File: config.mk
export PLATFORM = sky130hd
export DESIGN_NAME = c_source_identifier_truncator_flat
export DESIGN_NICKNAME = d
export VERILOG_FILES = /design/src/hdl/cst_pkg.sv /design/src/hdl/cst_req_if.sv /design/src/hdl/cst_rsp_if.sv /design/src/hdl/cst_front.sv /design/src/hdl/cst_cmd_queue.sv /design/src/hdl/cst_back.sv /design/src/hdl/c_source_identifier_truncator.sv /design/src/flat_wrapper.sv
export SDC_FILE = /design/constraint.sdc
export NUM_CORES = 1
export LEC_CHECK = 0
export BUFFER_PORTS_ARGS = -buffer_cell sky130_fd_sc_hd__buf_2
export CAP_MARGIN = 20
export CORE_MARGIN = 8
export CORE_UTILIZATION = 45
export CTS_CLUSTER_DIAMETER = 150
export DETAILED_ROUTE_END_ITERATION = 10
export PLACE_DENSITY = 0.63
export SLEW_MARGIN = 5
export SYNTH_ARGS = -nofsm -noshare
export SYNTH_HDL_FRONTEND = slang
export SYNTH_SLANG_ARGS = --single-unit
export TNS_END_PERCENT = 50
File: constraint.sdc
create_clock -name clock -period 7.3 [get_ports clock]
set_input_delay 1.825 -clock clock [delete_from_list [all_inputs] [get_ports clock]]
set_output_delay 1.825 -clock clock [all_outputs]
set_load 0.01 [all_outputs]
File: src/hdl/cst_pkg.sv
// ----------------------------------------------------------------------------
// cst_pkg
// Shared constants, types and character classes for the C source
// identifier truncator.
// ----------------------------------------------------------------------------
package cst_pkg;

   localparam int HEAD_KEEP   = 10;
   localparam int TAIL_DEPTH  = 53;
   localparam int KEEP_RESET  = 36;
   localparam int KEEP_CAP    = 63;
   localparam int KEEP_W      = 6;
   localparam int QUEUE_DEPTH = 4;

   localparam int LEN_W   = 7;
   localparam int LEN_MAX = 127;

   localparam int HEAD_IW = (HEAD_KEEP > 1) ? $clog2(HEAD_KEEP) : 1;
   localparam int HEAD_CW = $clog2(HEAD_KEEP + 1);
   localparam int TAIL_AW = $clog2(TAIL_DEPTH);
   localparam int TAIL_CW = $clog2(TAIL_DEPTH + 1);
   localparam int KEEP_TOP = (HEAD_KEEP + TAIL_DEPTH < KEEP_CAP) ?
                             (HEAD_KEEP + TAIL_DEPTH) : KEEP_CAP;

   localparam logic [7:0] CH_DQUOTE = 8'h22;
   localparam logic [7:0] CH_SQUOTE = 8'h27;
   localparam logic [7:0] CH_BSLASH = 8'h5c;
   localparam logic [7:0] CH_SLASH  = 8'h2f;
   localparam logic [7:0] CH_STAR   = 8'h2a;
   localparam logic [7:0] CH_DOT    = 8'h2e;
   localparam logic [7:0] CH_E_LO   = 8'h65;
   localparam logic [7:0] CH_X_LO   = 8'h78;
   localparam logic [7:0] CH_X_UP   = 8'h58;
   localparam logic [7:0] CH_PLUS   = 8'h2b;
   localparam logic [7:0] CH_MINUS  = 8'h2d;
   localparam logic [7:0] CH_USCORE = 8'h5f;
   localparam logic [7:0] CH_ZERO   = 8'h30;

   typedef enum logic [3:0] {
      LX_NORMAL     = 4'd0,
      LX_STR        = 4'd1,
      LX_STR_ESC    = 4'd2,
      LX_SLASH      = 4'd3,
      LX_COMMENT    = 4'd4,
      LX_CSTAR      = 4'd5,
      LX_IDENT      = 4'd6,
      LX_DEC_INT    = 4'd7,
      LX_DEC_FRAC   = 4'd8,
      LX_EXP_SIGN   = 4'd9,
      LX_EXP_FIRST  = 4'd10,
      LX_EXP_DIGITS = 4'd11,
      LX_ZERO       = 4'd12,
      LX_HEX        = 4'd13,
      LX_OCT        = 4'd14
   } lex_mode_type;

   typedef enum logic [2:0] {
      BK_IDLE,
      BK_HEAD,
      BK_TAIL_RD,
      BK_TAIL_OUT,
      BK_BYTE
   } back_state_type;

   typedef enum logic [0:0] {
      CMD_BYTE,
      CMD_FLUSH
   } cmd_kind_type;

   // one queued job: a plain byte, or an identifier flush with an optional
   // trailing byte
   typedef struct packed {
      cmd_kind_type         kind;
      logic [7:0]           data;
      logic                 has_byte;
      logic                 trunc;
      logic [HEAD_CW-1:0]   head_cnt;
      logic [TAIL_CW-1:0]   tail_cnt;
      logic [TAIL_AW-1:0]   tail_start;
   } cmd_type;

   typedef struct packed {
      logic                 en;
      logic                 to_head;
      logic [HEAD_IW-1:0]   head_idx;
      logic [TAIL_AW-1:0]   tail_idx;
      logic [7:0]           data;
   } store_wr_type;

   function automatic logic is_dec(input logic [7:0] b);
      return (b >= 8'h30) && (b <= 8'h39);
   endfunction

   function automatic logic is_oct(input logic [7:0] b);
      return (b >= 8'h30) && (b <= 8'h37);
   endfunction

   function automatic logic is_alpha(input logic [7:0] b);
      return ((b >= 8'h61) && (b <= 8'h7a)) || ((b >= 8'h41) && (b <= 8'h5a));
   endfunction

   function automatic logic is_hex(input logic [7:0] b);
      return is_dec(b) || ((b >= 8'h61) && (b <= 8'h66)) ||
             ((b >= 8'h41) && (b <= 8'h46));
   endfunction

   function automatic logic is_ident_start(input logic [7:0] b);
      return is_alpha(b) || (b == CH_USCORE);
   endfunction

   function automatic logic is_ident(input logic [7:0] b);
      return is_ident_start(b) || is_dec(b);
   endfunction

   // mode entered when a byte is taken as plain text
   function automatic lex_mode_type normal_next(input logic [7:0] b);
      lex_mode_type m;
      m = LX_NORMAL;
      if ((b == CH_DQUOTE) || (b == CH_SQUOTE)) begin
         m = LX_STR;
      end else if (b == CH_SLASH) begin
         m = LX_SLASH;
      end else if (is_ident_start(b)) begin
         m = LX_IDENT;
      end else if (is_dec(b)) begin
         m = (b == CH_ZERO) ? LX_ZERO : LX_DEC_INT;
      end
      return m;
   endfunction

endpackage

File: src/hdl/cst_req_if.sv
// ----------------------------------------------------------------------------
// cst_req_if
// Request channel: one source byte or an end-of-input marker.
// ----------------------------------------------------------------------------
interface cst_req_if;
   logic       valid;
   logic       ready;
   logic [7:0] byte_in;
   logic       end_of_input;

   modport source (output valid, output byte_in, output end_of_input, input ready);
   modport sink   (input valid, input byte_in, input end_of_input, output ready);
endinterface

File: src/hdl/cst_rsp_if.sv
// ----------------------------------------------------------------------------
// cst_rsp_if
// Response channel: one byte of the filtered stream.
// ----------------------------------------------------------------------------
interface cst_rsp_if;
   logic       valid;
   logic       ready;
   logic [7:0] byte_out;
   logic       last;
   logic       was_truncated;

   modport source (output valid, output byte_out, output last, output was_truncated,
                   input ready);
   modport sink   (input valid, input byte_out, input last, input was_truncated,
                   output ready);
endinterface

File: src/hdl/cst_front.sv
// ----------------------------------------------------------------------------
// cst_front
// Lexer front end: classifies each request, tracks identifier length and
// store pointers, and queues byte and flush jobs for the back end.
// ----------------------------------------------------------------------------
module cst_front
   import cst_pkg::*;
(
   input  logic              clock,
   input  logic              reset,
   cst_req_if.sink           req_chan,
   input  logic              csr_wr_en,
   input  logic [KEEP_W-1:0] csr_wr_data,
   input  logic              queue_full,
   input  logic              flush_done,
   output logic              cmd_push,
   output cmd_type           cmd,
   output store_wr_type      store_wr
);

   lex_mode_type         mode_ff, mode_in;
   logic                 quote_ff, quote_in;
   logic [LEN_W-1:0]     len_ff, len_in;
   logic [TAIL_AW-1:0]   wp_ff, wp_in;
   logic [KEEP_W-1:0]    keep_ff;
   logic                 flush_busy_ff, flush_busy_in;

   logic                 accept;
   logic [7:0]           b;
   lex_mode_type         route_mode;
   logic                 route_quote;
   logic                 emit, flush, add, start_id;

   logic [LEN_W-1:0]     keep_lo, eff_keep, total, head_n, tail_raw, tail_n;
   logic [LEN_W-1:0]     start_sum, start_pos;
   logic                 trunc;
   logic [LEN_W-1:0]     base_len;
   logic [TAIL_AW-1:0]   base_wp;

   // flush jobs read the identifier store; no new request until it is read
   assign req_chan.ready = !queue_full && !flush_busy_ff;
   assign accept         = req_chan.valid && req_chan.ready;
   assign b              = req_chan.byte_in;

   assign route_mode  = normal_next(b);
   assign route_quote = ((b == CH_DQUOTE) || (b == CH_SQUOTE)) ? (b == CH_SQUOTE) :
                        quote_ff;

   // next lexer mode
   always_comb begin
      mode_in  = mode_ff;
      quote_in = quote_ff;
      if (accept) begin
         if (req_chan.end_of_input) begin
            mode_in  = LX_NORMAL;
            quote_in = 1'b0;
         end else begin
            unique case (mode_ff)
               LX_STR: begin
                  if (b == (quote_ff ? CH_SQUOTE : CH_DQUOTE)) begin
                     mode_in = LX_NORMAL;
                  end else if (b == CH_BSLASH) begin
                     mode_in = LX_STR_ESC;
                  end
               end
               LX_STR_ESC: begin
                  mode_in = LX_STR;
               end
               LX_SLASH: begin
                  if (b == CH_STAR) begin
                     mode_in = LX_COMMENT;
                  end else begin
                     mode_in  = route_mode;
                     quote_in = route_quote;
                  end
               end
               LX_COMMENT: begin
                  if (b == CH_STAR) begin
                     mode_in = LX_CSTAR;
                  end
               end
               LX_CSTAR: begin
                  if (b == CH_SLASH) begin
                     mode_in = LX_NORMAL;
                  end else if (b == CH_STAR) begin
                     mode_in = LX_CSTAR;
                  end else begin
                     mode_in = LX_COMMENT;
                  end
               end
               LX_IDENT: begin
                  if (!is_ident(b)) begin
                     mode_in  = route_mode;
                     quote_in = route_quote;
                  end
               end
               LX_DEC_INT: begin
                  if (!is_dec(b)) begin
                     mode_in = (b == CH_DOT)  ? LX_DEC_FRAC :
                               (b == CH_E_LO) ? LX_EXP_SIGN : LX_NORMAL;
                  end
               end
               LX_DEC_FRAC: begin
                  if (!is_dec(b)) begin
                     mode_in = (b == CH_E_LO) ? LX_EXP_SIGN : LX_NORMAL;
                  end
               end
               LX_EXP_SIGN: begin
                  mode_in = ((b == CH_PLUS) || (b == CH_MINUS)) ? LX_EXP_FIRST :
                            is_dec(b) ? LX_EXP_DIGITS : LX_NORMAL;
               end
               LX_EXP_FIRST: begin
                  mode_in = is_dec(b) ? LX_EXP_DIGITS : LX_NORMAL;
               end
               LX_EXP_DIGITS: begin
                  if (!is_dec(b)) begin
                     mode_in = LX_NORMAL;
                  end
               end
               LX_ZERO: begin
                  mode_in = ((b == CH_X_LO) || (b == CH_X_UP)) ? LX_HEX :
                            is_oct(b) ? LX_OCT : LX_NORMAL;
               end
               LX_HEX: begin
                  if (!is_hex(b)) begin
                     mode_in = LX_NORMAL;
                  end
               end
               LX_OCT: begin
                  if (!is_oct(b)) begin
                     mode_in = LX_NORMAL;
                  end
               end
               default: begin
                  mode_in  = route_mode;
                  quote_in = route_quote;
               end
            endcase
         end
      end
   end

   // per-request actions
   always_comb begin
      emit     = 1'b0;
      flush    = 1'b0;
      add      = 1'b0;
      start_id = 1'b0;
      if (accept) begin
         if (req_chan.end_of_input) begin
            flush = (mode_ff == LX_IDENT);
         end else begin
            unique case (mode_ff) inside
               LX_STR, LX_STR_ESC, LX_COMMENT, LX_CSTAR, LX_DEC_INT, LX_DEC_FRAC,
               LX_EXP_SIGN, LX_EXP_FIRST, LX_EXP_DIGITS, LX_ZERO, LX_HEX,
               LX_OCT: begin
                  emit = 1'b1;
               end
               LX_SLASH: begin
                  if (b == CH_STAR) begin
                     emit = 1'b1;
                  end else begin
                     emit     = !is_ident_start(b);
                     start_id = is_ident_start(b);
                  end
               end
               LX_IDENT: begin
                  if (is_ident(b)) begin
                     add = 1'b1;
                  end else begin
                     flush = 1'b1;
                     emit  = 1'b1;
                  end
               end
               default: begin
                  emit     = !is_ident_start(b);
                  start_id = is_ident_start(b);
               end
            endcase
         end
      end
   end

   // flush descriptor from the current identifier
   always_comb begin
      keep_lo   = (LEN_W'(keep_ff) < LEN_W'(HEAD_KEEP)) ? LEN_W'(HEAD_KEEP) :
                  LEN_W'(keep_ff);
      eff_keep  = (keep_lo > LEN_W'(KEEP_TOP)) ? LEN_W'(KEEP_TOP) : keep_lo;
      trunc     = (len_ff > eff_keep);
      total     = trunc ? eff_keep : len_ff;
      head_n    = (len_ff < LEN_W'(HEAD_KEEP)) ? len_ff : LEN_W'(HEAD_KEEP);
      tail_raw  = total - head_n;
      tail_n    = (tail_raw > LEN_W'(TAIL_DEPTH)) ? LEN_W'(TAIL_DEPTH) : tail_raw;
      start_sum = LEN_W'(wp_ff) + LEN_W'(TAIL_DEPTH) - tail_n;
      start_pos = (start_sum >= LEN_W'(TAIL_DEPTH)) ? (start_sum - LEN_W'(TAIL_DEPTH)) :
                  start_sum;
   end

   always_comb begin
      cmd_push       = flush || emit;
      cmd.kind       = flush ? CMD_FLUSH : CMD_BYTE;
      cmd.data       = b;
      cmd.has_byte   = emit;
      cmd.trunc      = trunc;
      cmd.head_cnt   = head_n[HEAD_CW-1:0];
      cmd.tail_cnt   = tail_n[TAIL_CW-1:0];
      cmd.tail_start = start_pos[TAIL_AW-1:0];
   end

   // identifier store write and pointer bookkeeping
   always_comb begin
      base_len          = start_id ? '0 : len_ff;
      base_wp           = start_id ? '0 : wp_ff;
      store_wr.en       = add || start_id;
      store_wr.to_head  = (base_len < LEN_W'(HEAD_KEEP));
      store_wr.head_idx = base_len[HEAD_IW-1:0];
      store_wr.tail_idx = base_wp;
      store_wr.data     = b;
      len_in            = len_ff;
      wp_in             = wp_ff;
      if (store_wr.en) begin
         len_in = (base_len == LEN_W'(LEN_MAX)) ? base_len : (base_len + 1'b1);
         if (store_wr.to_head) begin
            wp_in = base_wp;
         end else begin
            wp_in = (base_wp == TAIL_AW'(TAIL_DEPTH - 1)) ? '0 : (base_wp + 1'b1);
         end
      end
      flush_busy_in = (flush_busy_ff && !flush_done) || flush;
   end

   always_ff @(posedge clock) begin
      if (reset) begin
         mode_ff       <= LX_NORMAL;
         quote_ff      <= 1'b0;
         len_ff        <= '0;
         wp_ff         <= '0;
         keep_ff       <= KEEP_W'(KEEP_RESET);
         flush_busy_ff <= 1'b0;
      end else begin
         mode_ff       <= mode_in;
         quote_ff      <= quote_in;
         len_ff        <= len_in;
         wp_ff         <= wp_in;
         flush_busy_ff <= flush_busy_in;
         if (csr_wr_en) begin
            keep_ff <= csr_wr_data;
         end
      end
   end

endmodule

File: src/hdl/cst_cmd_queue.sv
// ----------------------------------------------------------------------------
// cst_cmd_queue
// Short job queue between the lexer front end and the output back end.
// ----------------------------------------------------------------------------
module cst_cmd_queue
   import cst_pkg::*;
(
   input  logic    clock,
   input  logic    reset,
   input  logic    push,
   input  cmd_type push_cmd,
   input  logic    pop,
   output logic    full,
   output logic    empty,
   output cmd_type head_cmd
);

   localparam int QPW = (QUEUE_DEPTH > 1) ? $clog2(QUEUE_DEPTH) : 1;
   localparam int QCW = $clog2(QUEUE_DEPTH + 1);

   cmd_type          entries_ff [QUEUE_DEPTH];
   logic [QPW-1:0]   wr_ptr_ff, wr_ptr_in;
   logic [QPW-1:0]   rd_ptr_ff, rd_ptr_in;
   logic [QCW-1:0]   count_ff, count_in;
   logic             do_push, do_pop;

   assign full     = (count_ff == QCW'(QUEUE_DEPTH));
   assign empty    = (count_ff == '0);
   assign head_cmd = entries_ff[rd_ptr_ff];
   assign do_push  = push && !full;
   assign do_pop   = pop && !empty;

   always_comb begin
      wr_ptr_in = wr_ptr_ff;
      rd_ptr_in = rd_ptr_ff;
      count_in  = count_ff;
      if (do_push) begin
         wr_ptr_in = (wr_ptr_ff == QPW'(QUEUE_DEPTH - 1)) ? '0 : (wr_ptr_ff + 1'b1);
      end
      if (do_pop) begin
         rd_ptr_in = (rd_ptr_ff == QPW'(QUEUE_DEPTH - 1)) ? '0 : (rd_ptr_ff + 1'b1);
      end
      if (do_push && !do_pop) begin
         count_in = count_ff + 1'b1;
      end else if (do_pop && !do_push) begin
         count_in = count_ff - 1'b1;
      end
   end

   always_ff @(posedge clock) begin
      if (do_push) begin
         entries_ff[wr_ptr_ff] <= push_cmd;
      end
   end

   always_ff @(posedge clock) begin
      if (reset) begin
         wr_ptr_ff <= '0;
         rd_ptr_ff <= '0;
         count_ff  <= '0;
      end else begin
         wr_ptr_ff <= wr_ptr_in;
         rd_ptr_ff <= rd_ptr_in;
         count_ff  <= count_in;
      end
   end

endmodule

File: src/hdl/cst_back.sv
// ----------------------------------------------------------------------------
// cst_back
// Output back end: holds the identifier store, runs byte and flush jobs and
// drives the registered response stage.
// ----------------------------------------------------------------------------
module cst_back
   import cst_pkg::*;
(
   input  logic         clock,
   input  logic         reset,
   input  cmd_type      cmd,
   input  logic         cmd_empty,
   output logic         cmd_pop,
   input  store_wr_type store_wr,
   output logic         flush_done,
   cst_rsp_if.source    rsp_chan
);

   back_state_type      state_ff, state_in;
   cmd_type             cur_ff, cur_in;
   logic [HEAD_CW-1:0]  head_idx_ff, head_idx_in;
   logic [TAIL_CW-1:0]  tail_idx_ff, tail_idx_in;
   logic [TAIL_AW-1:0]  tail_ptr_ff, tail_ptr_in;

   logic [7:0]          head_ff [HEAD_KEEP];
   logic [7:0]          ring_mem [TAIL_DEPTH];
   logic [7:0]          rd_data_ff;
   logic                rd_en;

   logic                out_valid_ff;
   logic [7:0]          out_data_ff;
   logic                out_last_ff;
   logic                out_trunc_ff;

   logic                out_free;
   logic                head_last, tail_last;
   logic                load;
   logic [7:0]          load_data;
   logic                load_last, load_trunc;

   assign out_free  = !out_valid_ff || rsp_chan.ready;
   assign head_last = (HEAD_CW'(head_idx_ff + 1'b1) == cur_ff.head_cnt);
   assign tail_last = (TAIL_CW'(tail_idx_ff + 1'b1) == cur_ff.tail_cnt);

   assign rsp_chan.valid         = out_valid_ff;
   assign rsp_chan.byte_out      = out_data_ff;
   assign rsp_chan.last          = out_last_ff;
   assign rsp_chan.was_truncated = out_trunc_ff;

   // next state
   always_comb begin
      state_in = state_ff;
      unique case (state_ff)
         BK_IDLE: begin
            if (!cmd_empty && (cmd.kind == CMD_FLUSH)) begin
               state_in = BK_HEAD;
            end
         end
         BK_HEAD: begin
            if (out_free && head_last) begin
               state_in = (cur_ff.tail_cnt != '0) ? BK_TAIL_RD :
                          cur_ff.has_byte ? BK_BYTE : BK_IDLE;
            end
         end
         BK_TAIL_RD: begin
            state_in = BK_TAIL_OUT;
         end
         BK_TAIL_OUT: begin
            if (out_free) begin
               state_in = !tail_last ? BK_TAIL_RD :
                          cur_ff.has_byte ? BK_BYTE : BK_IDLE;
            end
         end
         BK_BYTE: begin
            if (out_free) begin
               state_in = BK_IDLE;
            end
         end
         default: begin
            state_in = BK_IDLE;
         end
      endcase
   end

   // outputs
   always_comb begin
      cmd_pop     = 1'b0;
      flush_done  = 1'b0;
      rd_en       = 1'b0;
      load        = 1'b0;
      load_data   = cur_ff.data;
      load_last   = 1'b1;
      load_trunc  = 1'b0;
      cur_in      = cur_ff;
      head_idx_in = head_idx_ff;
      tail_idx_in = tail_idx_ff;
      tail_ptr_in = tail_ptr_ff;
      unique case (state_ff)
         BK_IDLE: begin
            if (!cmd_empty) begin
               if (cmd.kind == CMD_FLUSH) begin
                  cmd_pop     = 1'b1;
                  cur_in      = cmd;
                  head_idx_in = '0;
                  tail_idx_in = '0;
                  tail_ptr_in = cmd.tail_start;
               end else if (out_free) begin
                  cmd_pop   = 1'b1;
                  load      = 1'b1;
                  load_data = cmd.data;
               end
            end
         end
         BK_HEAD: begin
            if (out_free) begin
               load        = 1'b1;
               load_data   = head_ff[head_idx_ff[HEAD_IW-1:0]];
               load_last   = head_last && (cur_ff.tail_cnt == '0) && !cur_ff.has_byte;
               load_trunc  = cur_ff.trunc;
               head_idx_in = head_idx_ff + 1'b1;
               flush_done  = head_last && (cur_ff.tail_cnt == '0);
            end
         end
         BK_TAIL_RD: begin
            rd_en = 1'b1;
         end
         BK_TAIL_OUT: begin
            if (out_free) begin
               load        = 1'b1;
               load_data   = rd_data_ff;
               load_last   = tail_last && !cur_ff.has_byte;
               load_trunc  = cur_ff.trunc;
               tail_idx_in = tail_idx_ff + 1'b1;
               tail_ptr_in = (tail_ptr_ff == TAIL_AW'(TAIL_DEPTH - 1)) ? '0 :
                             (tail_ptr_ff + 1'b1);
               flush_done  = tail_last;
            end
         end
         BK_BYTE: begin
            if (out_free) begin
               load = 1'b1;
            end
         end
         default: begin
            load = 1'b0;
         end
      endcase
   end

   // identifier store
   always_ff @(posedge clock) begin
      if (store_wr.en && store_wr.to_head) begin
         head_ff[store_wr.head_idx] <= store_wr.data;
      end
   end

   always_ff @(posedge clock) begin
      if (store_wr.en && !store_wr.to_head) begin
         ring_mem[store_wr.tail_idx] <= store_wr.data;
      end
      if (rd_en) begin
         rd_data_ff <= ring_mem[tail_ptr_ff];
      end
   end

   always_ff @(posedge clock) begin
      cur_ff      <= cur_in;
      head_idx_ff <= head_idx_in;
      tail_idx_ff <= tail_idx_in;
      tail_ptr_ff <= tail_ptr_in;
      if (load) begin
         out_data_ff  <= load_data;
         out_last_ff  <= load_last;
         out_trunc_ff <= load_trunc;
      end
   end

   always_ff @(posedge clock) begin
      if (reset) begin
         state_ff     <= BK_IDLE;
         out_valid_ff <= 1'b0;
      end else begin
         state_ff <= state_in;
         if (load) begin
            out_valid_ff <= 1'b1;
         end else if (rsp_chan.ready) begin
            out_valid_ff <= 1'b0;
         end
      end
   end

endmodule

File: src/hdl/c_source_identifier_truncator.sv
// ----------------------------------------------------------------------------
// c_source_identifier_truncator
// Echoes a C source byte stream, cutting identifiers longer than the keep
// length (csr value, at least ten) to their first ten and last characters.
// ----------------------------------------------------------------------------
//   channel    dir   handshake        payload
//   req_chan   in    valid / ready    byte_in[7:0], end_of_input
//   rsp_chan   out   valid / ready    byte_out[7:0], last, was_truncated
//   csr_*      in    csr_wr_en        csr_wr_data[5:0] (keep_length)
//
// One request per cycle while no identifier flush is outstanding and the job
// queue is not full. A request that ends an identifier holds off further
// requests until the back end has read the kept bytes: head bytes go out one
// per cycle while the response side takes them, each tail byte after a
// registered ring read. Plain bytes pass the job queue and response register;
// the 4-entry job queue lets the lexer run on while the response side stalls.
// Synchronous active-high reset; keep_length resets to 36, no clearing pass.
// ----------------------------------------------------------------------------
module c_source_identifier_truncator
   import cst_pkg::*;
(
   input  logic              clock,
   input  logic              reset,
   cst_req_if.sink           req_chan,
   cst_rsp_if.source         rsp_chan,
   input  logic              csr_wr_en,
   input  logic [KEEP_W-1:0] csr_wr_data
);

   cmd_type      push_cmd;
   cmd_type      head_cmd;
   logic         cmd_push, cmd_pop;
   logic         queue_full, queue_empty;
   logic         flush_done;
   store_wr_type store_wr;

   cst_front u_front (
      .clock       (clock),
      .reset       (reset),
      .req_chan    (req_chan),
      .csr_wr_en   (csr_wr_en),
      .csr_wr_data (csr_wr_data),
      .queue_full  (queue_full),
      .flush_done  (flush_done),
      .cmd_push    (cmd_push),
      .cmd         (push_cmd),
      .store_wr    (store_wr)
   );

   cst_cmd_queue u_queue (
      .clock    (clock),
      .reset    (reset),
      .push     (cmd_push),
      .push_cmd (push_cmd),
      .pop      (cmd_pop),
      .full     (queue_full),
      .empty    (queue_empty),
      .head_cmd (head_cmd)
   );

   cst_back u_back (
      .clock      (clock),
      .reset      (reset),
      .cmd        (head_cmd),
      .cmd_empty  (queue_empty),
      .cmd_pop    (cmd_pop),
      .store_wr   (store_wr),
      .flush_done (flush_done),
      .rsp_chan   (rsp_chan)
   );

endmodule

File: src/flat_wrapper.sv
// flat-port wrapper written by rule: the top's interface ports become plain ports
module c_source_identifier_truncator_flat import cst_pkg::*;
  (clock, reset, csr_wr_en, csr_wr_data, req_chan_valid, req_chan_byte_in, req_chan_end_of_input, req_chan_ready, rsp_chan_valid, rsp_chan_byte_out, rsp_chan_last, rsp_chan_was_truncated, rsp_chan_ready);
  cst_req_if req_chan_i ();
  cst_rsp_if rsp_chan_i ();
  input  logic clock;
  input  logic reset;
  input  logic csr_wr_en;
  input  logic [KEEP_W-1:0] csr_wr_data;
  input wire logic [$bits(req_chan_i.valid)-1:0] req_chan_valid;
  input wire logic [$bits(req_chan_i.byte_in)-1:0] req_chan_byte_in;
  input wire logic [$bits(req_chan_i.end_of_input)-1:0] req_chan_end_of_input;
  output wire logic [$bits(req_chan_i.ready)-1:0] req_chan_ready;
  output wire logic [$bits(rsp_chan_i.valid)-1:0] rsp_chan_valid;
  output wire logic [$bits(rsp_chan_i.byte_out)-1:0] rsp_chan_byte_out;
  output wire logic [$bits(rsp_chan_i.last)-1:0] rsp_chan_last;
  output wire logic [$bits(rsp_chan_i.was_truncated)-1:0] rsp_chan_was_truncated;
  input wire logic [$bits(rsp_chan_i.ready)-1:0] rsp_chan_ready;
  assign req_chan_i.valid = req_chan_valid;
  assign req_chan_i.byte_in = req_chan_byte_in;
  assign req_chan_i.end_of_input = req_chan_end_of_input;
  assign req_chan_ready = req_chan_i.ready;
  assign rsp_chan_valid = rsp_chan_i.valid;
  assign rsp_chan_byte_out = rsp_chan_i.byte_out;
  assign rsp_chan_last = rsp_chan_i.last;
  assign rsp_chan_was_truncated = rsp_chan_i.was_truncated;
  assign rsp_chan_i.ready = rsp_chan_ready;
  c_source_identifier_truncator u_core (.clock(clock), .reset(reset), .req_chan(req_chan_i), .rsp_chan(rsp_chan_i), .csr_wr_en(csr_wr_en), .csr_wr_data(csr_wr_data));
endmodule
==> results of run 1 <==
## how the worst max path moves through the flow
stage | endpoint | cells past startpoint | start | slack (ns)
after floorplan | u_core.u_queue.entries_ff[0][1] | 27 | u_core.u_front.keep_ff[1] | 0.90
after detailed placement | u_core.u_queue.entries_ff[1][1] | 27 | u_core.u_front.keep_ff[1] | 0.04
after global routing | u_core.u_queue.entries_ff[2][3] | 29 | u_core.u_front.keep_ff[4] | 0.005
final | u_core.u_queue.entries_ff[0][1] | 27 | u_core.u_front.keep_ff[4] | 0.55
after CTS | u_core.u_queue.entries_ff[0][1] | 27 | u_core.u_front.keep_ff[1] | 0.02
after global placement | u_core.u_queue.entries_ff[0][1] | 27 | u_core.u_front.keep_ff[1] | 0.18
## where the power goes
part           internal (mW)  leakage (nW)  switching (mW)  total [mW]
Combinational           1.04          3.20            1.25        2.30
Clock                   2.19          1.16            1.56        3.75
Sequential              4.71          6.35           0.148        4.86
## synthesized netlist by cell type (7+ instances only)
| cell type | instances | area [sq um] |
|---|---|---|
| xor2_1 | 14 | 123 |
| nand2b_1 | 11 | 68.8 |
| and3_1 | 17 | 106 |
| o211ai_1 | 10 | 75.1 |
| a222oi_1 | 8 | 80.1 |
| edfxtp_1 | 666 | 20000 |
| nand2_1 | 69 | 259 |
| a211oi_1 | 23 | 173 |
| mux4_2 | 171 | 3850 |
| o21a_1 | 12 | 90.1 |
| and2_1 | 7 | 43.8 |
| ha_1 | 41 | 513 |
| xnor2_1 | 15 | 131 |
| o21ai_0 | 43 | 215 |
| buf_2 | 20 | 100 |
| nor3_1 | 22 | 110 |
| nand4_1 | 8 | 50.1 |
| nand3_1 | 29 | 145 |
| or3_1 | 9 | 56.3 |
| mux2_2 | 17 | 191 |
| mux2i_1 | 31 | 310 |
| nor2b_1 | 36 | 225 |
| inv_1 | 47 | 176 |
| dfxtp_1 | 42 | 841 |
| nor2_1 | 108 | 405 |
| a21oi_1 | 50 | 250 |
| clkbuf_1 | 53 | 199 |
## layout by cell type (no fill, tap or decap), drive strengths merged, types with 4 or more instances in the layout
cell and count:
buf 58, and3 17, o211a 4, nand4 9
mux4 171, nand2b 11, bufinv 9, nor3 23
edfxtp 666, nand2 70, ha 41, mux2i 31
nand3 30, nor3b 4, xor2 14, a222oi 8
xnor2 15, a211oi 25, o21ai 47, nor2b 36
dfxtp 42, clkbuf 87, a21oi 50, clkinv 26
mux2 17, nor2 109, o31ai 6, o211ai 11
inv 52, clkinvlp 5, and2 8, nor4 6
a21boi 5, or2 5, o21a 12, or3 10
## kinds of logic (layout without fill, tap and decap cells)
group | count (synthesis) | in the layout
AOI/OAI and AO/OA | 210 | 210
xor gates and xnor gates | 31 | 31
adders and majority gates | 44 | 44
buffers and inverters | 128 | 237
DFF | 708 | 708
muxes | 219 | 219
other | 1 | 3
and+or+nand+nor | 352 | 352
## area by class of cell
type / count / share of cell area, %
Clock buffer: 87 / 5.66
Antenna cell: 1 / 0.00749
Tap cell: 864 / 3.24
Inverter: 47 / 0.528
Timing Repair Buffer: 58 / 1.12
Multi-Input combinational cell: 858 / 25.5
Clock inverter: 45 / 1.59
Sequential cell: 708 / 62.4
## per-layer routing
metal	up-vias	wire length (um)	track usage (%)	share of wire, %
met1	8222	28200	24.0	43
met2	436	31100	27.2	48
met3	98	3940	3.31	6.1
li1	6932	-	-	-
met5	-	0	0	0
met4	0	1650	5.78	2.5
## worst max-delay path, cell delays in order, from the launching register on
cell	delay (ns)
dfxtp_1	0.34
nor2_1	0.15
nand2_1	0.09
nand2b_1	0.15
inv_1	0.06
ha_1	0.30
nor2b_1	0.13
o21a_1	0.16
o21a_1	0.16
o21ai_0	0.30
a21oi_4	0.18
mux2_2	0.31
ha_1	0.28
nor2b_1	0.13
o21a_1	0.18
o21a_1	0.19
o211a_1	0.23
or3_1	0.41
a221oi_2	0.44
ha_1	0.31
inv_1	0.06
ha_1	0.16
inv_1	0.05
fa_1	0.39
xor2_1	0.27
o21ai_0	0.18
a41oi_1	0.45
mux2_2	0.42
## flip-flops by register name, summed over array words and instances, names as in the netlist, 6 cells and up, named ones only
signal and flops:
u_core.u_back.ring_mem 424, u_core.u_queue.entries_ff 108, u_core.u_back.head_ff 80, u_core.u_back.cur_ff 20, u_core.u_back.rd_data_ff 8, u_core.u_back.rsp_chan.byte_out 8, u_core.u_front.len_ff 7, u_core.u_back.tail_idx_ff 6
u_core.u_back.tail_ptr_ff 6, u_core.u_front.keep_ff 6, u_core.u_front.wp_ff 6
## repair_timing
| item | in CTS | in global routing |
|---|---|---|
| gates resized for setup | 0 | 4 |
| endpoints found under the hold margin | 0 | 0 |
| setup endpoints to repair | 0 | 24 |
| hold buffers | 0 | 0 |
==> impl_metrics.toml, run 1 <==
[outcome]
outcome = "completed"

[synthesis]
ys_warn_count = 0
synth_xor_area_share_pct = 1.01
async_flop_share_pct = 0
ys.flop_type = "edfxtp_1"
synth_top_family_by_area = "multiplexers"
syn-cell-area_sq_mm = 0.0299
synth-edff-count = 666
ys_seq_elements = 708
synth_fa_ha_area_share_pct = 1.92
synth_compound_area_share_pct = 4.99
synthMuxAreaShare_pct = 14.6
ys_seq_area_share_pct = 69.8
synth_cell_types = 91
postSynthAreaPerCell_sq_um = 17.6
synthSimpleGateAreaFrac_pct = 5.93
postSynthCellCount = 1693

[layout]
final_area_sq_mm = 0.0334
syn_to_final_growth_pct = 11.9
multi_input_area_sq_mm = 0.00851
nets = 1810
filler_cell_count = 5254
regArea_sq_mm = 0.0208
drive_gt1_share_pct = 20.7
final-instance-count-excl-fill = 2668
finalCoreUtilization_pct = 50.8

[cts]
cts_htree_levels = 3
cts.path.max_buffers = 3
clkSinkCount = 708
cts_made_buffers = 73
post-cts-setup-buffers = 0
insertion_delay_ns = 0.62
clock-root-buffer = "clkbuf_16"
cts_tree = "built"
clk_pin_slew_worst_paths_ns = 0.06

[floorplanning]
die_area_sq_mm = 0.0748
initial_core_util_pct = 45.4
chipHeight_um = 274
die_w_um = 274
ioPinCount = 32
core.rowCount = 94
core_area_sq_mm = 0.0657

[sta]
rsz0062_at_grt = "no"
skew_ns = 0.0296
slew-limit-headroom_pct = 29.9
fin_tns_setup_ns = 0
fin_crit_ns = 6.75
fmax_mhz = 148
holdWs_ns = 0.503
worstMarginPinSlew_ns = 1.05
drv_slew = 0
setup_viol = 0
hold_violations = 0
setup_ws_ns = 0.550
finalCritPeriodShare_pct = 92.5

[power_and_ir_drop]
leakage_nw = 10.7
power.total_mw = 10.9
peakVddDrop_uv = 234
powerDensity_mw_per_mm2 = 326

[place]
post-place-ws_ns = 0.0449
dp.cells = 2534
hpwl_mm = 40.4
io_buffers = 31
place_area_sq_mm = 0.0310
routabilityCongestion = 0.846

[routing]
dr.pass1.iters = 6
drt_iter0_drc = 1508
wl_mm = 64.9
detail_route.wl_per_cell_um = 24.3
drc = 0
ant_nets = 0
vias_per_cell = 5.88
vias = 15700

[critical_path]
setup.worst_path.class = "register to register"
r2r_slack_ns = 0.55
r2r-start = "u_core.u_front.keep_ff[4]"
cp-start-kind = "register"
r2r_cells = 27
cp-end-kind = "register"
cp_max_fo = 11
worst_ep_arrival_time_ns = 7.09
required_ns = 7.64
r2r-end = "u_core.u_queue.entries_ff[0][1]"

[global_route]
grt_overflow_total = 0
first_global_vias = 15600
grt.total_usage_pct = 17.2
grt_pass1_wl_mm = 97.7
grt_max_degree = 110
antenna_found_initial = 2

[min_path]
min_to = "u_core.u_front.keep_ff[0]"
hp-class = "register to register"
worstHoldPathCells = 2
hp-start = "u_core.u_front.keep_ff[0]"

[flow_run]
max_cap_viol_count = 0
No activity file was read; power rests on OpenSTA's default activity.
==> run 2: changes to the inputs <==
--- a/config.mk
+++ b/config.mk
@@ -12,6 +12,8 @@
 export CTS_CLUSTER_DIAMETER = 150
 export DETAILED_ROUTE_END_ITERATION = 10
 export PLACE_DENSITY = 0.63
+export REMOVE_ABC_BUFFERS = 1
+export SETUP_SLACK_MARGIN = 0.02
 export SLEW_MARGIN = 5
 export SYNTH_ARGS = -nofsm -noshare
 export SYNTH_HDL_FRONTEND = slang
==> impl_metrics.toml, run 2 (same netlist as run 1, synthesis figures left out) <==
[outcome]
outcome = "completed"

[sta]
skew_ns = 0.0375
hold_violations = 0
fmax_mhz = 150
slew-limit-headroom_pct = 29.2
fin_tns_setup_ns = 0
finalCritPeriodShare_pct = 91.6
drv_slew = 0
rsz0062_at_grt = "no"
setup_viol = 0
worstMarginPinSlew_ns = 1.06
fin_crit_ns = 6.69

[layout]
layout_commonest_cell = "edfxtp_1"
largestRegisters = "u_core.u_back.ring_mem (424), u_core.u_queue.entries_ff (108), u_core.u_back.head_ff (80)"
syn_to_final_growth_pct = 11.6
nets = 1812
regArea_sq_mm = 0.0208
top_register = "u_core.u_back.ring_mem"
filler_cell_count = 5283
drive_gt1_share_pct = 20.9
multi_input_area_sq_mm = 0.00852
mostFrequentLayoutCells = "edfxtp_1 (666), mux4_2 (171), nor2_1 (108)"
largest_reg_flops = 424

[cts]
holdBufCountCts = 0
clk_pin_slew_worst_paths_ns = 0.06
insertion_delay_ns = 0.64
clock-root-buffer = "clkbuf_16"
cts.path.max_buffers = 3
post-cts-setup-buffers = 0
cts_htree_levels = 3
cts_made_buffers = 75
cts_tree = "built"
clkSinkCount = 708

[routing]
drt_iter0_drc = 1399
vias_per_cell = 5.86
detail_route.wl_per_cell_um = 25.0
wl_mm = 66.7
vias = 15600
ant_nets = 0
drc = 0
dr.pass1.iters = 6

[global_route]
grt_pass1_wl_mm = 99.8
grt.total_usage_pct = 17.7
first_global_vias = 15800
grt_overflow_total = 0
antenna_found_initial = 2
grt_max_degree = 109

[place]
io_buffers = 31
routabilityCongestion = 0.847
hpwl_mm = 41.8

[power_and_ir_drop]
peakVddDrop_uv = 318
leakage_nw = 10.7
powerDensity_mw_per_mm2 = 322
power.total_mw = 10.7

[floorplanning]
core_area_sq_mm = 0.0657
chipHeight_um = 274
die_area_sq_mm = 0.0748
ioPinCount = 32
core.rowCount = 94
initial_core_util_pct = 45.4
die_w_um = 274

[critical_path]
cp_max_fo = 11
crit_slowest_cell = "o311ai_0"
cp-end-kind = "register"
worst_ep_arrival_time_ns = 7.03
required_ns = 7.64
path_delay_family = "compound AO/OA/AOI/OAI gates"
setup.worst_path.class = "register to register"
slowest_delay_ns = 0.69
cp-start-kind = "register"
cp_common_cell = "o21a_1"
crit_buf_inv = 2

[min_path]
hp-class = "register to register"

[flow_run]
max_cap_viol_count = 0
==> run 2: cell types whose count changed in the layout (fill, tap and decap cells not counted), moves of 2 or more <==
cell       previous run  this run
inv_6                 3         0
and3_2                0         3
clkbuf_1             13        18
and3_1               17        14
clkinv_16             1         3
clkinv_2              6        13
clkinv_1             17        14
clkbuf_16            73        75
bufinv_16             9         2
==> run 2: final timing paths <==
kind	startpoint	end	slack (ns)	depth (start not counted)
max	u_core.u_front.keep_ff[1]	u_core.u_queue.entries_ff[2][3]	0.61	27
min	u_core.u_front.keep_ff[2]	u_core.u_front.keep_ff[2]	0.52	2
max reg2reg	u_core.u_front.keep_ff[1]	u_core.u_queue.entries_ff[2][3]	0.61	27
min reg2reg	u_core.u_front.keep_ff[2]	u_core.u_front.keep_ff[2]	0.52	2
==> run 2: where the power goes <==
group	leakage (nW)	switching, mW	internal [mW]
Sequential	6.35	0.169	4.71
Clock	1.12	1.61	2.00
Combinational	3.19	1.22	1.04
Total	10.7	3.00	7.75
==> run 2: metal layers <==
metal / part of all wire, % / GRT usage [%] / wire [um] / vias up
li1: - / - / - / 6922
met4: 2.4 / 5.10 / 1630 / 2
met5: 0.019 / 0 / 13 / -
met3: 5.4 / 3.14 / 3620 / 104
met1: 44 / 24.5 / 29100 / 8176
met2: 48 / 28.6 / 32300 / 441
==> run 2: what timing repair did <==
action                                  in CTS  in global routing
endpoints found under the hold margin        0                  0
cloned                                       0                  0
resized for setup                            1                  3
endpoints found under the setup margin       4                 24
==> run 2: area by class of cell <==
cell class | instances | share of cell area, %
flip-flops and latches | 708 | 62.6
multi-input cells | 858 | 25.6
clock buffers | 93 | 5.84
well taps | 864 | 3.24
clock inverters | 41 | 1.15
repair buffers | 58 | 1.10
inverters | 47 | 0.530
diodes | 1 | 0.00751
==> run 2: worst reg2reg max path: stages (launching register included) <==
cell and delay (ns):
dfxtp_1 0.31, o21ai_0 0.17, nand2_1 0.10, nand2b_1 0.14
inv_1 0.06, ha_1 0.30, nor2b_1 0.13, o21a_1 0.16
o21a_1 0.16, o21ai_0 0.28, a21oi_4 0.18, mux2_2 0.32
ha_1 0.28, nor2b_1 0.13, o21a_1 0.18, o21a_1 0.20
o211a_1 0.22, nor3_1 0.44, o211ai_1 0.32, ha_1 0.43
inv_1 0.06, ha_1 0.27, a21oi_1 0.09, o21a_1 0.21
o311ai_0 0.69, a41oi_2 0.16, o21bai_1 0.24, xor2_1 0.17
==> run 2: through the flow <==
| stage | setup slack (ns) | utilization, % | area, sq um | std cells | hold WS (ns) |
|---|---|---|---|---|---|
| 6_report | 0.611 | 50.7 | 33300 | 2670 | 0.520 |
| 5_1_grt | 0.0462 | 50.7 | 33300 | 2670 | 0.540 |
| 4_1_cts | 0.254 | 50.6 | 33300 | 2668 | 0.511 |
| 3_5_place_dp | 0.00451 | 47.1 | 31000 | 2534 | 0.500 |
| 3_3_place_gp | 0.184 | 47.1 | 31000 | 2534 | 0.475 |
| 2_1_floorplan | 0.899 | - | 29500 | 1613 | 0.452 |
==> run 3: changes to the inputs <==
--- a/config.mk
+++ b/config.mk
@@ -17,5 +17,6 @@
 export SLEW_MARGIN = 5
 export SYNTH_ARGS = -nofsm -noshare
 export SYNTH_HDL_FRONTEND = slang
+export SYNTH_HIERARCHICAL = 1
 export SYNTH_SLANG_ARGS = --single-unit
 export TNS_END_PERCENT = 50
==> impl_metrics.toml, run 3 <==
[sta]
finalCritPeriodShare_pct = 91.7
setup_ws_ns = 0.608
slew-limit-headroom_pct = 25.8
setup_viol = 0
fin_tns_setup_ns = 0
skew_ns = 0.0223
rsz0062_at_grt = "no"
worstMarginPinSlew_ns = 1.11
fmax_mhz = 149
drv_slew = 0
holdWs_ns = 0.488
hold_violations = 0
fin_crit_ns = 6.69

[cts]
cts_htree_levels = 3
cts_resized = 0
clk_pin_slew_worst_paths_ns = 0.06
holdBufCountCts = 0
post-cts-setup-buffers = 0
insertion_delay_ns = 0.61
cts_tree = "built"
clock-root-buffer = "clkbuf_16"
cts_made_buffers = 73
clkSinkCount = 708
cts.path.max_buffers = 3

[layout]
mostFrequentLayoutCells = "edfxtp_1 (666), nor2_1 (144), mux4_2 (131)"
nets = 1941
layout_commonest_cell = "edfxtp_1"
drive_gt1_share_pct = 18.1
top_register = "u_core/u_back/ring_mem"
largest_reg_flops = 424
filler_cell_count = 5521
syn_to_final_growth_pct = 10.4
largestRegisters = "u_core/u_back/ring_mem (424), u_core/u_queue/entries_ff (108), u_core/u_back/head_ff (80)"
final-instance-count-excl-fill = 2810

[global_route]
grt_overflow_total = 0
first_global_vias = 16600
grt_pass1_wl_mm = 103
grt_max_degree = 117
antenna_found_initial = 4
grt.total_usage_pct = 17.8

[critical_path]
path_delay_family = "compound AO/OA/AOI/OAI gates"
worst_ep_arrival_time_ns = 7.04
crit_slowest_cell = "a221oi_1"
crit_buf_inv = 5
r2r-end = "u_core/u_queue/entries_ff[2][1]"
slowest_delay_ns = 0.53
cp_max_fo = 11
cp-start-kind = "register"
r2r_cells = 28
setup.worst_path.class = "register to register"
r2r-start = "u_core/u_front/keep_ff[4]"
required_ns = 7.65
r2r_slack_ns = 0.61
cp-end-kind = "register"

[power_and_ir_drop]
power.total_mw = 10.7
leakage_nw = 11.0
peakVddDrop_uv = 207
powerDensity_mw_per_mm2 = 319

[place]
routabilityCongestion = 0.867
post-place-ws_ns = 0.658
io_buffers = 31
hpwl_mm = 42.4
dp.cells = 2677

[routing]
vias = 16700
ant_nets = 0
wl_mm = 67.0
dr.pass1.iters = 5
drt_iter0_drc = 1713
drc = 0
vias_per_cell = 5.93
detail_route.wl_per_cell_um = 23.8

[floorplanning]
initial_core_util_pct = 45.3
die_area_sq_mm = 0.0761
ioPinCount = 32
core_area_sq_mm = 0.0670
core.rowCount = 95
die_w_um = 276
chipHeight_um = 276

[outcome]
outcome = "completed"

[synthesis]
synth-edff-count = 666
syn-cell-area_sq_mm = 0.0304
postSynthCellCount = 1848
synth_area_leaders = "edfxtp_1 (66%), mux4_2 (9.7%), mux2i_1 (2.8%)"
ys.flop_type = "edfxtp_1"
synth_cell_types = 94
ys_seq_elements = 708
ys_warn_count = 6
synthTopCellsByCount = "edfxtp_1 (666), nor2_1 (144), mux4_2 (131)"
postSynthAreaPerCell_sq_um = 16.4
yosysMostFrequentCell = "edfxtp_1"
ys_seq_area_share_pct = 68.6
synth_top_area_share_pct = 65.8
yosysTopAreaCell = "edfxtp_1"
async_flop_share_pct = 0

[min_path]
hp-start = "u_core/u_front/quote_ff"
worstHoldPathCells = 2
min_to = "u_core/u_front/quote_ff"
hp-class = "register to register"

[flow_run]
max_cap_viol_count = 0
run 3: stage by stage:
stage | instance area (sq um) | util, %
3_5_place_dp | 31300 | 46.7
4_1_cts | 33500 | 50.0
6_report | 33500 | 50.0
3_3_place_gp | 31300 | 46.7
5_1_grt | 33500 | 50.0
2_1_floorplan | 29800 | -
run 3: routing by layer:
layer	routed length, um	global-route usage, %
met4	1240	4.73
met5	13	0
met3	4510	2.99
met1	28700	24.7
met2	32500	29.0
run 3: how the worst max path moves through the flow:
stage	slack, ns	startpoint	to	depth (start not counted)
after global placement	0.72	u_core/u_front/keep_ff[1]	u_core/u_queue/entries_ff[2][1]	28
final	0.61	u_core/u_front/keep_ff[4]	u_core/u_queue/entries_ff[2][1]	28
after global routing	0.06	u_core/u_front/keep_ff[1]	u_core/u_queue/entries_ff[1][3]	29
after CTS	0.63	u_core/u_front/keep_ff[4]	u_core/u_queue/entries_ff[2][1]	28
after detailed placement	0.66	u_core/u_front/keep_ff[1]	u_core/u_queue/entries_ff[2][1]	28
after floorplan	1.05	u_core/u_front/keep_ff[1]	u_core/u_queue/entries_ff[0][1]	27
run 3: final cells by class:
cell class	instances	area, sq um	share of cell area, %
clock buffer	94	1960	5.84
inverter	47	195	0.582
tap	873	1090	3.26
antenna	3	7.51	0.0224
timing repair buffer	67	442	1.32
sequential	708	20800	62.1
multi-input combinational	983	8780	26.2
clock inverter	35	224	0.668
run 3: worst reg2reg max path, delay by kind of cell (launching register included):
kind	cells	cell delay, ns
AOI/OAI and AO/OA	9	2.22
xor gates and xnor gates	1	0.27
adders and majority gates	5	1.47
buffers and inverters	5	0.44
DFF	1	0.32
muxes	2	0.69
and+or+nand+nor	6	1.03
run 3: power by group:
part | switching [mW] | internal, mW | total (mW)
sequential | 0.144 | 4.72 | 4.86
clock | 1.47 | 1.96 | 3.43
combinational | 1.36 | 1.06 | 2.42
total | 2.97 | 7.74 | 10.7
run 3: logic make-up (layout without fill, tap and decap cells):
kind of cell | count (synthesis) | in the layout | synth area share (%)
buffers and inverters | 158 | 243 | 2.58
AOI/OAI and AO/OA | 237 | 237 | 5.52
muxes | 231 | 231 | 13.1
adders and majority gates | 41 | 41 | 1.76
and+or+nand+nor | 440 | 440 | 7.36
xor gates and xnor gates | 32 | 32 | 1.12
other | 1 | 5 | 0.0123
DFF | 708 | 708 | 68.6
